===== src/hdl/bfbsp_pkg.sv =====
// ----------------------------------------------------------------------------
// bfbsp_pkg: shared types and codes of the best-fit buffer slot pool
// Field widths, mode and status codes, and the small control structs that
// travel between the top level and the slot cells.
// ----------------------------------------------------------------------------
package bfbsp_pkg;

  // Default geometry
  localparam int SLOTS_DEF     = 16;
  localparam int SIZE_BITS_DEF = 32;

  // Fixed field widths on the channels
  localparam int MODE_W = 2;
  localparam int REQ_W  = 32;
  localparam int IDX_W  = 4;
  localparam int STAT_W = 3;
  localparam int CNT_W  = 32;
  localparam int MAX_W  = 32;

  localparam logic [MAX_W-1:0] MAX_SIZE_RST = 32'd16777216;

  // Request modes
  localparam logic [MODE_W-1:0] MODE_PRELOAD  = 2'd0;
  localparam logic [MODE_W-1:0] MODE_GET      = 2'd1;
  localparam logic [MODE_W-1:0] MODE_RELEASE  = 2'd2;
  localparam logic [MODE_W-1:0] MODE_FREE_ALL = 2'd3;

  // Result status codes
  localparam logic [STAT_W-1:0] STAT_REUSED  = 3'd0;
  localparam logic [STAT_W-1:0] STAT_NEW     = 3'd1;
  localparam logic [STAT_W-1:0] STAT_FULL    = 3'd2;
  localparam logic [STAT_W-1:0] STAT_REFUSED = 3'd3;
  localparam logic [STAT_W-1:0] STAT_DONE    = 3'd4;
  localparam logic [STAT_W-1:0] STAT_IGNORED = 3'd5;

  // Update command for one slot cell
  typedef struct packed {
    logic load;       // write size and free mark
    logic load_free;  // free mark written with load
    logic set_free;   // mark the slot free
    logic clr_free;   // mark the slot used
  } cell_cmd_t;

  // Control part of the search token that walks the cell row
  typedef struct packed {
    logic vld;
    logic found;
  } scan_tok_t;

endpackage


===== src/hdl/bfbsp_cfg_if.sv =====
// ----------------------------------------------------------------------------
// bfbsp_cfg_if: configuration write channel
// Carries the max_size register value with a valid/ready handshake.
// ----------------------------------------------------------------------------
interface bfbsp_cfg_if import bfbsp_pkg::*; ();
  logic             valid;
  logic             ready;
  logic [MAX_W-1:0] max_size;

  modport source (output valid, output max_size, input ready);
  modport sink   (input valid, input max_size, output ready);
endinterface


===== src/hdl/bfbsp_in_if.sv =====
// ----------------------------------------------------------------------------
// bfbsp_in_if: request channel
// Carries one pool request (mode, size, slot index, allocator grant).
// ----------------------------------------------------------------------------
interface bfbsp_in_if import bfbsp_pkg::*; ();
  logic              valid;
  logic              ready;
  logic [MODE_W-1:0] mode;
  logic [REQ_W-1:0]  request_size;
  logic [IDX_W-1:0]  slot_index;
  logic              alloc_granted;

  modport source (output valid, output mode, output request_size, output slot_index,
                  output alloc_granted, input ready);
  modport sink   (input valid, input mode, input request_size, input slot_index,
                  input alloc_granted, output ready);
endinterface


===== src/hdl/bfbsp_out_if.sv =====
// ----------------------------------------------------------------------------
// bfbsp_out_if: result channel
// Carries the chosen slot, status and both running counters.
// ----------------------------------------------------------------------------
interface bfbsp_out_if import bfbsp_pkg::*; ();
  logic              valid;
  logic              ready;
  logic [IDX_W-1:0]  result_slot;
  logic [STAT_W-1:0] status;
  logic [CNT_W-1:0]  reuses;
  logic [CNT_W-1:0]  allocations;

  modport source (output valid, output result_slot, output status, output reuses,
                  output allocations, input ready);
  modport sink   (input valid, input result_slot, input status, input reuses,
                  input allocations, output ready);
endinterface


===== src/hdl/best_fit_buffer_slot_pool_unit.sv =====
// ----------------------------------------------------------------------------
// best_fit_buffer_slot_pool_unit: best-fit buffer slot pool
// Table of slots searched for the smallest free fit by a row of slot cells.
// ----------------------------------------------------------------------------
// Usage:
//   cfg_chan  writes max_size, the largest slot size a get may reuse. Write
//             it only while no request is in flight; ready is always high.
//   in_chan   takes one request: preload, get, release or free-all.
//   out_chan  returns one result per request: slot, status and counters.
// Sequence:
//   A get sends a search token down the row of SLOTS cells, one cell per
//   cycle, then applies the update and loads the result into the output
//   register. Other modes skip the search and go straight to the update.
//   One request is in work at a time.
// Reset:
//   rst_n (synchronous, active low) empties the table, clears both counters
//   and restores max_size to its default.
// Stall:
//   The result holds in the output register while out_chan.ready is low; a
//   further request is accepted and worked on, then waits for that register.
// ----------------------------------------------------------------------------
module best_fit_buffer_slot_pool_unit import bfbsp_pkg::*; #(
  parameter int SLOTS     = SLOTS_DEF,
  parameter int SIZE_BITS = SIZE_BITS_DEF
) (
  input  logic         clk,
  input  logic         rst_n,
  bfbsp_cfg_if.sink    cfg_chan,
  bfbsp_in_if.sink     in_chan,
  bfbsp_out_if.source  out_chan
);

  localparam int IW   = (SLOTS > 1) ? $clog2(SLOTS) : 1;
  localparam int CNTW = $clog2(SLOTS + 1);
  localparam int XW   = (SIZE_BITS > REQ_W) ? SIZE_BITS : REQ_W;
  localparam int RW   = (CNTW > IDX_W) ? CNTW : IDX_W;
  localparam int OW   = (IW > IDX_W) ? IW : IDX_W;
  localparam logic [XW-1:0] SIZE_ALL = XW'({SIZE_BITS{1'b1}});

  localparam logic [1:0] S_IDLE = 2'd0;
  localparam logic [1:0] S_SCAN = 2'd1;
  localparam logic [1:0] S_FIN  = 2'd2;

  logic [1:0]           state_r;
  logic [MAX_W-1:0]     max_r;
  logic [MODE_W-1:0]    mode_r;
  logic [SIZE_BITS-1:0] req_r;
  logic [IDX_W-1:0]     idx_r;
  logic                 grant_r;
  logic [SIZE_BITS-1:0] maxl_r;
  logic                 start_r;
  logic                 found_r;
  logic [IW-1:0]        best_r;
  logic [CNTW-1:0]      count_r;
  logic [CNT_W-1:0]     reuse_r;
  logic [CNT_W-1:0]     alloc_r;
  logic                 out_vld_r;
  logic [IDX_W-1:0]     out_slot_r;
  logic [STAT_W-1:0]    out_stat_r;
  logic [CNT_W-1:0]     out_reuse_r;
  logic [CNT_W-1:0]     out_alloc_r;

  logic                 acc;
  logic                 fin_go;
  logic                 full;
  logic                 rel_ok;
  logic [XW-1:0]        req_ext;
  logic [XW-1:0]        max_ext;
  logic [SIZE_BITS-1:0] maxl_nxt;
  logic [OW-1:0]        slot_nxt;
  logic [STAT_W-1:0]    stat_nxt;
  logic                 reuse_inc;
  logic                 alloc_inc;
  logic                 cnt_inc;

  scan_tok_t            tok      [SLOTS+1];
  logic [IW-1:0]        tok_idx  [SLOTS+1];
  logic [SIZE_BITS-1:0] tok_size [SLOTS+1];
  cell_cmd_t            cmd      [SLOTS];
  logic [SLOTS-1:0]     live;

  // Configuration register
  assign cfg_chan.ready = 1'b1;

  always_ff @(posedge clk) begin
    if (!rst_n) begin
      max_r <= MAX_SIZE_RST;
    end else if (cfg_chan.valid) begin
      max_r <= cfg_chan.max_size;
    end
  end

  // Request intake
  assign in_chan.ready = (state_r == S_IDLE);
  assign acc           = in_chan.valid && in_chan.ready;
  assign req_ext       = XW'(in_chan.request_size);
  assign max_ext       = XW'(max_r);
  assign maxl_nxt      = (max_ext > SIZE_ALL) ? SIZE_ALL[SIZE_BITS-1:0]
                                              : max_ext[SIZE_BITS-1:0];

  always_ff @(posedge clk) begin
    if (acc) begin
      mode_r  <= in_chan.mode;
      req_r   <= req_ext[SIZE_BITS-1:0];
      idx_r   <= in_chan.slot_index;
      grant_r <= in_chan.alloc_granted;
      maxl_r  <= maxl_nxt;
    end
  end

  // Sequence: accept, search (get only), then update and emit
  always_ff @(posedge clk) begin
    if (!rst_n) begin
      state_r <= S_IDLE;
      start_r <= 1'b0;
    end else begin
      start_r <= acc && (in_chan.mode == MODE_GET);
      case (state_r)
        S_IDLE: begin
          if (acc) begin
            state_r <= (in_chan.mode == MODE_GET) ? S_SCAN : S_FIN;
          end
        end
        S_SCAN: begin
          if (tok[SLOTS].vld) begin
            state_r <= S_FIN;
          end
        end
        S_FIN: begin
          if (fin_go) begin
            state_r <= S_IDLE;
          end
        end
        default: state_r <= S_IDLE;
      endcase
    end
  end

  // Capture the search outcome from the end of the row
  always_ff @(posedge clk) begin
    if (state_r == S_SCAN && tok[SLOTS].vld) begin
      found_r <= tok[SLOTS].found;
      best_r  <= tok_idx[SLOTS];
    end
  end

  // Feed the head of the cell row
  assign tok[0]      = '{vld: start_r, found: 1'b0};
  assign tok_idx[0]  = '0;
  assign tok_size[0] = '0;

  // Cell row with per-cell update commands
  for (genvar i = 0; i < SLOTS; i++) begin : g_cell
    assign live[i] = (CNTW'(i) < count_r);

    always_comb begin
      cmd[i].load      = fin_go && !full && (count_r == CNTW'(i)) &&
                         ((mode_r == MODE_PRELOAD) ||
                          (mode_r == MODE_GET && !found_r && grant_r));
      cmd[i].load_free = (mode_r == MODE_PRELOAD);
      cmd[i].set_free  = fin_go && live[i] &&
                         ((mode_r == MODE_FREE_ALL) ||
                          (mode_r == MODE_RELEASE && RW'(idx_r) == RW'(i)));
      cmd[i].clr_free  = fin_go && (mode_r == MODE_GET) && found_r &&
                         (best_r == IW'(i));
    end

    bfbsp_cell #(
      .SIZE_BITS (SIZE_BITS),
      .IW        (IW),
      .CELL_IDX  (i)
    ) u_cell (
      .clk        (clk),
      .rst_n      (rst_n),
      .cmd        (cmd[i]),
      .wr_size    (req_r),
      .live       (live[i]),
      .req        (req_r),
      .max_lim    (maxl_r),
      .tok_i      (tok[i]),
      .tok_idx_i  (tok_idx[i]),
      .tok_size_i (tok_size[i]),
      .tok_o      (tok[i+1]),
      .tok_idx_o  (tok_idx[i+1]),
      .tok_size_o (tok_size[i+1])
    );
  end

  // Result and bookkeeping for the request in hand
  assign fin_go = (state_r == S_FIN) && (!out_vld_r || out_chan.ready);
  assign full   = (count_r == CNTW'(SLOTS));
  assign rel_ok = (RW'(idx_r) < RW'(count_r));

  always_comb begin
    slot_nxt  = '0;
    stat_nxt  = STAT_DONE;
    reuse_inc = 1'b0;
    alloc_inc = 1'b0;
    cnt_inc   = 1'b0;
    unique case (mode_r)
      MODE_PRELOAD: begin
        if (full) begin
          stat_nxt = STAT_FULL;
        end else begin
          slot_nxt = OW'(count_r);
          cnt_inc  = 1'b1;
        end
      end
      MODE_GET: begin
        if (found_r) begin
          stat_nxt  = STAT_REUSED;
          slot_nxt  = OW'(best_r);
          reuse_inc = 1'b1;
        end else if (full) begin
          stat_nxt = STAT_FULL;
        end else if (!grant_r) begin
          stat_nxt = STAT_REFUSED;
        end else begin
          stat_nxt  = STAT_NEW;
          slot_nxt  = OW'(count_r);
          alloc_inc = 1'b1;
          cnt_inc   = 1'b1;
        end
      end
      MODE_RELEASE: begin
        stat_nxt = rel_ok ? STAT_DONE : STAT_IGNORED;
      end
      MODE_FREE_ALL: begin
        stat_nxt = STAT_DONE;
      end
    endcase
  end

  // Update counters and slot fill
  always_ff @(posedge clk) begin
    if (!rst_n) begin
      count_r <= '0;
      reuse_r <= '0;
      alloc_r <= '0;
    end else if (fin_go) begin
      count_r <= count_r + CNTW'(cnt_inc);
      reuse_r <= reuse_r + CNT_W'(reuse_inc);
      alloc_r <= alloc_r + CNT_W'(alloc_inc);
    end
  end

  // Output register: load on finish, drop when taken
  always_ff @(posedge clk) begin
    if (!rst_n) begin
      out_vld_r <= 1'b0;
    end else if (fin_go) begin
      out_vld_r <= 1'b1;
    end else if (out_chan.ready) begin
      out_vld_r <= 1'b0;
    end
  end

  always_ff @(posedge clk) begin
    if (fin_go) begin
      out_slot_r  <= slot_nxt[IDX_W-1:0];
      out_stat_r  <= stat_nxt;
      out_reuse_r <= reuse_r + CNT_W'(reuse_inc);
      out_alloc_r <= alloc_r + CNT_W'(alloc_inc);
    end
  end

  assign out_chan.valid       = out_vld_r;
  assign out_chan.result_slot = out_slot_r;
  assign out_chan.status      = out_stat_r;
  assign out_chan.reuses      = out_reuse_r;
  assign out_chan.allocations = out_alloc_r;

endmodule


===== src/hdl/bfbsp_cell.sv =====
// ----------------------------------------------------------------------------
// bfbsp_cell: one slot of the pool
// Holds a slot size and free mark, applies update commands, and compares
// itself against the search token passing by, handing the better candidate
// to the next cell through its token register.
// ----------------------------------------------------------------------------
module bfbsp_cell import bfbsp_pkg::*; #(
  parameter int SIZE_BITS = SIZE_BITS_DEF,
  parameter int IW        = 4,
  parameter int CELL_IDX  = 0
) (
  input  logic                 clk,
  input  logic                 rst_n,
  input  cell_cmd_t            cmd,
  input  logic [SIZE_BITS-1:0] wr_size,
  input  logic                 live,
  input  logic [SIZE_BITS-1:0] req,
  input  logic [SIZE_BITS-1:0] max_lim,
  input  scan_tok_t            tok_i,
  input  logic [IW-1:0]        tok_idx_i,
  input  logic [SIZE_BITS-1:0] tok_size_i,
  output scan_tok_t            tok_o,
  output logic [IW-1:0]        tok_idx_o,
  output logic [SIZE_BITS-1:0] tok_size_o
);

  logic [SIZE_BITS-1:0] size_r;
  logic                 free_r;
  logic                 hit;
  scan_tok_t            tok_r;
  logic [IW-1:0]        tok_idx_r;
  logic [SIZE_BITS-1:0] tok_size_r;

  // Hold slot size; written only by a load
  always_ff @(posedge clk) begin
    if (cmd.load) begin
      size_r <= wr_size;
    end
  end

  // Track the free mark
  always_ff @(posedge clk) begin
    if (!rst_n) begin
      free_r <= 1'b0;
    end else if (cmd.load) begin
      free_r <= cmd.load_free;
    end else if (cmd.set_free) begin
      free_r <= 1'b1;
    end else if (cmd.clr_free) begin
      free_r <= 1'b0;
    end
  end

  // Strictly smaller wins, so ties keep the lower index seen earlier
  assign hit = live && free_r && (size_r >= req) && (size_r <= max_lim) &&
               (!tok_i.found || (size_r < tok_size_i));

  // Advance the search token to the next cell
  always_ff @(posedge clk) begin
    if (!rst_n) begin
      tok_r <= '0;
    end else begin
      tok_r.vld   <= tok_i.vld;
      tok_r.found <= tok_i.found || hit;
    end
  end

  always_ff @(posedge clk) begin
    tok_idx_r  <= hit ? IW'(CELL_IDX) : tok_idx_i;
    tok_size_r <= hit ? size_r : tok_size_i;
  end

  assign tok_o      = tok_r;
  assign tok_idx_o  = tok_idx_r;
  assign tok_size_o = tok_size_r;

endmodule

===== src/flat_wrapper.sv =====
// flat-port wrapper written by rule: the top's interface ports become plain ports
module best_fit_buffer_slot_pool_unit_flat import bfbsp_pkg::*;
#(
  parameter int SLOTS     = SLOTS_DEF,
  parameter int SIZE_BITS = SIZE_BITS_DEF
)
  (clk, rst_n, cfg_chan_valid, cfg_chan_max_size, cfg_chan_ready, in_chan_valid, in_chan_mode, in_chan_request_size, in_chan_slot_index, in_chan_alloc_granted, in_chan_ready, out_chan_valid, out_chan_result_slot, out_chan_status, out_chan_reuses, out_chan_allocations, out_chan_ready);
  bfbsp_cfg_if cfg_chan_i ();
  bfbsp_in_if in_chan_i ();
  bfbsp_out_if out_chan_i ();
  input  logic clk;
  input  logic rst_n;
  input wire logic [$bits(cfg_chan_i.valid)-1:0] cfg_chan_valid;
  input wire logic [$bits(cfg_chan_i.max_size)-1:0] cfg_chan_max_size;
  output wire logic [$bits(cfg_chan_i.ready)-1:0] cfg_chan_ready;
  input wire logic [$bits(in_chan_i.valid)-1:0] in_chan_valid;
  input wire logic [$bits(in_chan_i.mode)-1:0] in_chan_mode;
  input wire logic [$bits(in_chan_i.request_size)-1:0] in_chan_request_size;
  input wire logic [$bits(in_chan_i.slot_index)-1:0] in_chan_slot_index;
  input wire logic [$bits(in_chan_i.alloc_granted)-1:0] in_chan_alloc_granted;
  output wire logic [$bits(in_chan_i.ready)-1:0] in_chan_ready;
  output wire logic [$bits(out_chan_i.valid)-1:0] out_chan_valid;
  output wire logic [$bits(out_chan_i.result_slot)-1:0] out_chan_result_slot;
  output wire logic [$bits(out_chan_i.status)-1:0] out_chan_status;
  output wire logic [$bits(out_chan_i.reuses)-1:0] out_chan_reuses;
  output wire logic [$bits(out_chan_i.allocations)-1:0] out_chan_allocations;
  input wire logic [$bits(out_chan_i.ready)-1:0] out_chan_ready;
  assign cfg_chan_i.valid = cfg_chan_valid;
  assign cfg_chan_i.max_size = cfg_chan_max_size;
  assign cfg_chan_ready = cfg_chan_i.ready;
  assign in_chan_i.valid = in_chan_valid;
  assign in_chan_i.mode = in_chan_mode;
  assign in_chan_i.request_size = in_chan_request_size;
  assign in_chan_i.slot_index = in_chan_slot_index;
  assign in_chan_i.alloc_granted = in_chan_alloc_granted;
  assign in_chan_ready = in_chan_i.ready;
  assign out_chan_valid = out_chan_i.valid;
  assign out_chan_result_slot = out_chan_i.result_slot;
  assign out_chan_status = out_chan_i.status;
  assign out_chan_reuses = out_chan_i.reuses;
  assign out_chan_allocations = out_chan_i.allocations;
  assign out_chan_i.ready = out_chan_ready;
  best_fit_buffer_slot_pool_unit #(.SLOTS(SLOTS), .SIZE_BITS(SIZE_BITS)) u_core (.clk(clk), .rst_n(rst_n), .cfg_chan(cfg_chan_i), .in_chan(in_chan_i), .out_chan(out_chan_i));
endmodule

===== config.mk =====
export PLATFORM = sky130hd
export DESIGN_NAME = best_fit_buffer_slot_pool_unit_flat
export DESIGN_NICKNAME = d
export VERILOG_FILES = /design/src/hdl/bfbsp_pkg.sv /design/src/hdl/bfbsp_cfg_if.sv /design/src/hdl/bfbsp_in_if.sv /design/src/hdl/bfbsp_out_if.sv /design/src/hdl/best_fit_buffer_slot_pool_unit.sv /design/src/hdl/bfbsp_cell.sv /design/src/flat_wrapper.sv
export SDC_FILE = /design/constraint.sdc
export NUM_CORES = 2
export LEC_CHECK = 0
export BUFFER_PORTS_ARGS = -buffer_cell sky130_fd_sc_hd__buf_2
export CELL_PAD_IN_SITES_DETAIL_PLACEMENT = 2
export CELL_PAD_IN_SITES_GLOBAL_PLACEMENT = 2
export CORE_AREA = 2 2 431 476
export CTS_BUF_LIST = sky130_fd_sc_hd__clkbuf_8 sky130_fd_sc_hd__clkbuf_16
export CTS_CLUSTER_DIAMETER = 40
export DETAILED_ROUTE_END_ITERATION = 16
export DIE_AREA = 0 0 433 478
export PLACE_DENSITY = 0.81
export SLEW_MARGIN = 5
export SYNTH_ARGS = -nofsm -noshare
export SYNTH_HDL_FRONTEND = slang
export SYNTH_HIERARCHICAL = 1
export SYNTH_SLANG_ARGS = --single-unit

===== constraint.sdc =====
create_clock -name clk -period 7.1 [get_ports clk]
set_input_delay 0.355 -clock clk [delete_from_list [all_inputs] [get_ports clk]]
set_output_delay 0.355 -clock clk [all_outputs]
set_load 0.03 [all_outputs]

==> impl_table.tex <==
\begin{tabular}{lr}
\hline
Metric & Value \\
\hline
\multicolumn{2}{l}{\textbf{Clocking}} \\
\quad CTS H-Tree Depth & 5 \\
\quad Clock latency reported for the late side of the worst-skew pair & roughly 950 ps \\
\quad Clock tree root driver cell & sky130\_fd\_sc\_hd\_\_clkbuf\_16 \\
\quad Clock edge transition at the registers on the reported setup and hold paths & about 70 ps \\
\quad Number of buffers on the longest clock path & 4 \\
\quad Post-CTS Setup Inserts & 0 \\
\quad CTS hold repair buffers & 74 \\
\quad Total number of clock tree sinks & 1,356 \\
\quad CTS tree & done \\
\quad Number of buffers inserted during clock tree synthesis & 275 \\
\quad PostCTS Resize Cnt & 0 \\
\multicolumn{2}{l}{\textbf{Global route}} \\
\quad Number of global-route vias before repair & 79,900 \\
\quad Most Used Layer, Global Route & met2 \\
\quad Total global routing overflow & 0 \\
\quad Global Route met3 Usage & 0.0512 \\
\quad Global-route wire length before repair & approximately 520 mm \\
\quad Global routing usage on met2 & 0.616 \\
\quad Total Routing Usage GR & 0.331 \\
\quad Pin count of the biggest net entering global routing & 66 \\
\quad Antenna violations before repair & 18 \\
\quad Met1 global-route usage & 0.324 \\
\multicolumn{2}{l}{\textbf{Route}} \\
\quad Number of DRC violations after detailed-routing iteration 0 & $\sim$3,400 \\
\quad Number of DRC violations after detailed routing & 0 \\
\quad Count of vias placed by the detailed router & 67,600 \\
\quad Routed length per placed instance & 29.9 um \\
\quad Number of detailed-route iterations in the first pass & 7 \\
\quad Antenna Violating Nets Remaining & 0 \\
\quad Vias per cell & approximately 5.8 \\
\quad Sum of routed wire length over all layers & around 350 mm \\
\multicolumn{2}{l}{\textbf{Cells and area}} \\
\quad Most flop-heavy register & u\_core/g\_cell.u\_cell/size\_r \\
\quad Signed area change from the synthesized netlist to the final layout & 17.1\% \\
\quad Final standard cell count with taps included and fillers excluded & 11,700 \\
\quad Number of flip-flops under the largest register name & 512 \\
\quad Final Net Count & 10,400 \\
\quad Layout cell share with drive strength beyond 1 & 0.147 \\
\quad Area used by multi-input combinational logic & 0.0452 mm\^{}2 \\
\quad Layout fillers & between 20,000 and 25,000 \\
\quad Sequential cell area & around 0.034 mm\^{}2 \\
\multicolumn{2}{l}{\textbf{Setup path}} \\
\quad Crit start category & flip-flop \\
\quad Required time worst endpoint & approximately 7900 ps \\
\quad Critical path arrival & 5730 ps \\
\quad Worst r2r dst & u\_core/g\_cell[13].u\_cell/tok\_size\_o[3] \\
\quad Reg-to-reg startpoint & u\_core/req\_r[19] \\
\quad Worst Setup End Kind & flip-flop \\
\quad Crit-path max FO & 24 \\
\quad Number of cells on the worst reg-to-reg path & 11 \\
\quad Reg-to-reg setup timing slack & 2150 ps \\
\quad Kind of critical path & flip-flop to flip-flop \\
\multicolumn{2}{l}{\textbf{Timing}} \\
\quad Final-report max-slew violation count & 4 \\
\quad Worst setup slack after layout & 2150 ps \\
\quad Setup Viol. Count Final & 0 \\
\quad Tightest slew margin relative to the limit & -0.105 \\
\quad Final critical-path required period & 4950 ps \\
\quad Timing-limited maximum frequency & between 200 and 250 MHz \\
\quad Actual slew at the worst max-slew pin & 1640 ps \\
\quad Number of endpoints with negative hold slack in the final report & 0 \\
\quad Setup repair after global routing missed its margin & false \\
\quad Hold Slack & 137 ps \\
\quad Maximum clock skew at final layout & about 60 ps \\
\quad Tcrit/Tclk final & 0.697 \\
\quad Final-layout setup total negative slack & 0 ps \\
\multicolumn{2}{l}{\textbf{Yosys}} \\
\quad Yosys warns & 6 \\
\quad Syn Std Cell Area & 0.0853 mm\^{}2 \\
\quad Post-Syn Instances & 8,189 \\
\quad Mean post-synth cell area & 10.4 um\^{}2 \\
\multicolumn{2}{l}{\textbf{Floorplanning}} \\
\quad Die Height & 478 um \\
\quad Starting density of the core & 0.421 \\
\quad Core area & 0.203 mm\^{}2 \\
\quad Number of core rows & 174 \\
\quad Die outline width & 433 um \\
\quad Die Footprint & 0.207 mm\^{}2 \\
\quad I/O Pins & 150 \\
\multicolumn{2}{l}{\textbf{Power and ir drop}} \\
\quad Power Density & 247 mW/mm\^{}2 \\
\quad Peak ir drop on the vdd network & roughly 0.26 mV \\
\quad Lkg Pwr & 48.4 nW \\
\multicolumn{2}{l}{\textbf{Job}} \\
\quad Total of max-cap violations & 1 \\
\multicolumn{2}{l}{\textbf{Placed design}} \\
\quad Instance count after placement with tap cells included & $\sim$11,000 \\
\quad Worst Setup Slack post-DPL & 2390 ps \\
\quad Final weighted congestion in routability-driven placement & 0.870 \\
\quad Hpwl dp & 222 mm \\
\quad I/O Buffers & 148 \\
\multicolumn{2}{l}{\textbf{Run status}} \\
\quad Status & complete, but fails checks \\
\quad Violated checks & max-capacitance violations, max-slew violations \\
\multicolumn{2}{l}{\textbf{Worst hold path}} \\
\quad Hold-critical path endpoint & u\_core/req\_r[29] \\
\quad Hold Crit Start & in\_chan\_request\_size[29] \\
\quad Worst Hold Path Cells & 2 \\
\quad Hold crit path type & input port to flip-flop \\
\hline
\end{tabular}
metal layers:
| layer | routed length, um | vias up |
|---|---|---|
| li1 | - | 29800 |
| met1 | 122000 | 34400 |
| met2 | 183000 | 2215 |
| met3 | 14300 | 1251 |
| met4 | 30700 | 14 |
| met5 | 92 | - |
area by class of cell:
class | count | share of cell area
inverter | 1598 | 0.0601
clock buffer | 312 | 0.0763
timing repair buffer | 312 | 0.0216
antenna | 14 | 0.000351
tap | 2728 | 0.0342
sequential | 1356 | 0.338
multi-input combinational | 5204 | 0.452
clock inverter | 170 | 0.0176
worst max-delay path, stage by stage, from the launching register on:
cell	delay, ps
sky130_fd_sc_hd__edfxtp_1	760
sky130_fd_sc_hd__inv_1	130
sky130_fd_sc_hd__ha_1	340
sky130_fd_sc_hd__nand2_1	100
sky130_fd_sc_hd__o21ai_0	350
sky130_fd_sc_hd__a221oi_1	230
sky130_fd_sc_hd__o21ai_0	940
sky130_fd_sc_hd__a21oi_1	200
sky130_fd_sc_hd__a221oi_4	510
sky130_fd_sc_hd__o311ai_4	450
sky130_fd_sc_hd__buf_4	400
sky130_fd_sc_hd__mux2_2	340
metrics by stage:
stage	utilization	power (W)	instance area (um^2)
after CTS	0.493	0.0247	99900
after floorplan	-	0.0101	85600
after global placement	0.443	0.0108	89800
final	0.493	0.0247	99900
after detailed placement	0.443	0.0110	89800
after global routing	0.493	0.0254	99900
power breakdown:
| group | internal (W) | total, W | switching, W | leakage (nW) |
|---|---|---|---|---|
| sequential | 0.00846 | 0.00869 | 0.000229 | 11.8 |
| clock | 0.00874 | 0.0135 | 0.00475 | 4.68 |
| combinational | 0.000892 | 0.00247 | 0.00158 | 31.9 |
worst max path at each step:
stage / slack, ps / start / end
CTS: 2220 / u_core/req_r[19] / u_core/g_cell[13].u_cell/tok_size_o[3]
global route: 1930 / u_core/count_r[0] / u_core/out_chan.allocations[20]
floorplan: 2150 / u_core/found_r / u_core/g_cell[6].u_cell/free_r
finish: 2150 / u_core/req_r[19] / u_core/g_cell[13].u_cell/tok_size_o[3]
global placement: 2630 / u_core/req_r[17] / u_core/g_cell[13].u_cell/tok_size_o[6]
detailed placement: 2390 / u_core/req_r[19] / u_core/g_cell[13].u_cell/tok_size_o[10]
cells in the final DEF, fill, tap and decap left out, types with 28 or more instances in the layout:
cell                               n
sky130_fd_sc_hd__dfxtp_1         697
sky130_fd_sc_hd__nand2_1         490
sky130_fd_sc_hd__clkbuf_16       296
sky130_fd_sc_hd__mux2_4          376
sky130_fd_sc_hd__buf_4            90
sky130_fd_sc_hd__a211oi_1         79
sky130_fd_sc_hd__conb_1           71
sky130_fd_sc_hd__a21o_1          194
sky130_fd_sc_hd__dlygate4sd3_1    74
sky130_fd_sc_hd__ha_1           1530
sky130_fd_sc_hd__xnor2_1          59
sky130_fd_sc_hd__clkinv_2         43
sky130_fd_sc_hd__and4_1           67
sky130_fd_sc_hd__and2_1           56
sky130_fd_sc_hd__o21ai_0         242
sky130_fd_sc_hd__nor2_1          329
sky130_fd_sc_hd__mux2_2           91
sky130_fd_sc_hd__inv_1          1620
sky130_fd_sc_hd__a221oi_1         62
sky130_fd_sc_hd__nand3_1         142
sky130_fd_sc_hd__a21oi_1         635
sky130_fd_sc_hd__nand2b_1         66
sky130_fd_sc_hd__mux2i_1          50
sky130_fd_sc_hd__nor3_1           42
sky130_fd_sc_hd__bufinv_16        28
sky130_fd_sc_hd__xor2_1           50
sky130_fd_sc_hd__buf_2           148
sky130_fd_sc_hd__nand4_1         185
sky130_fd_sc_hd__o21a_1           35
sky130_fd_sc_hd__edfxtp_1        659
No activity file was read; power rests on OpenSTA's default activity.
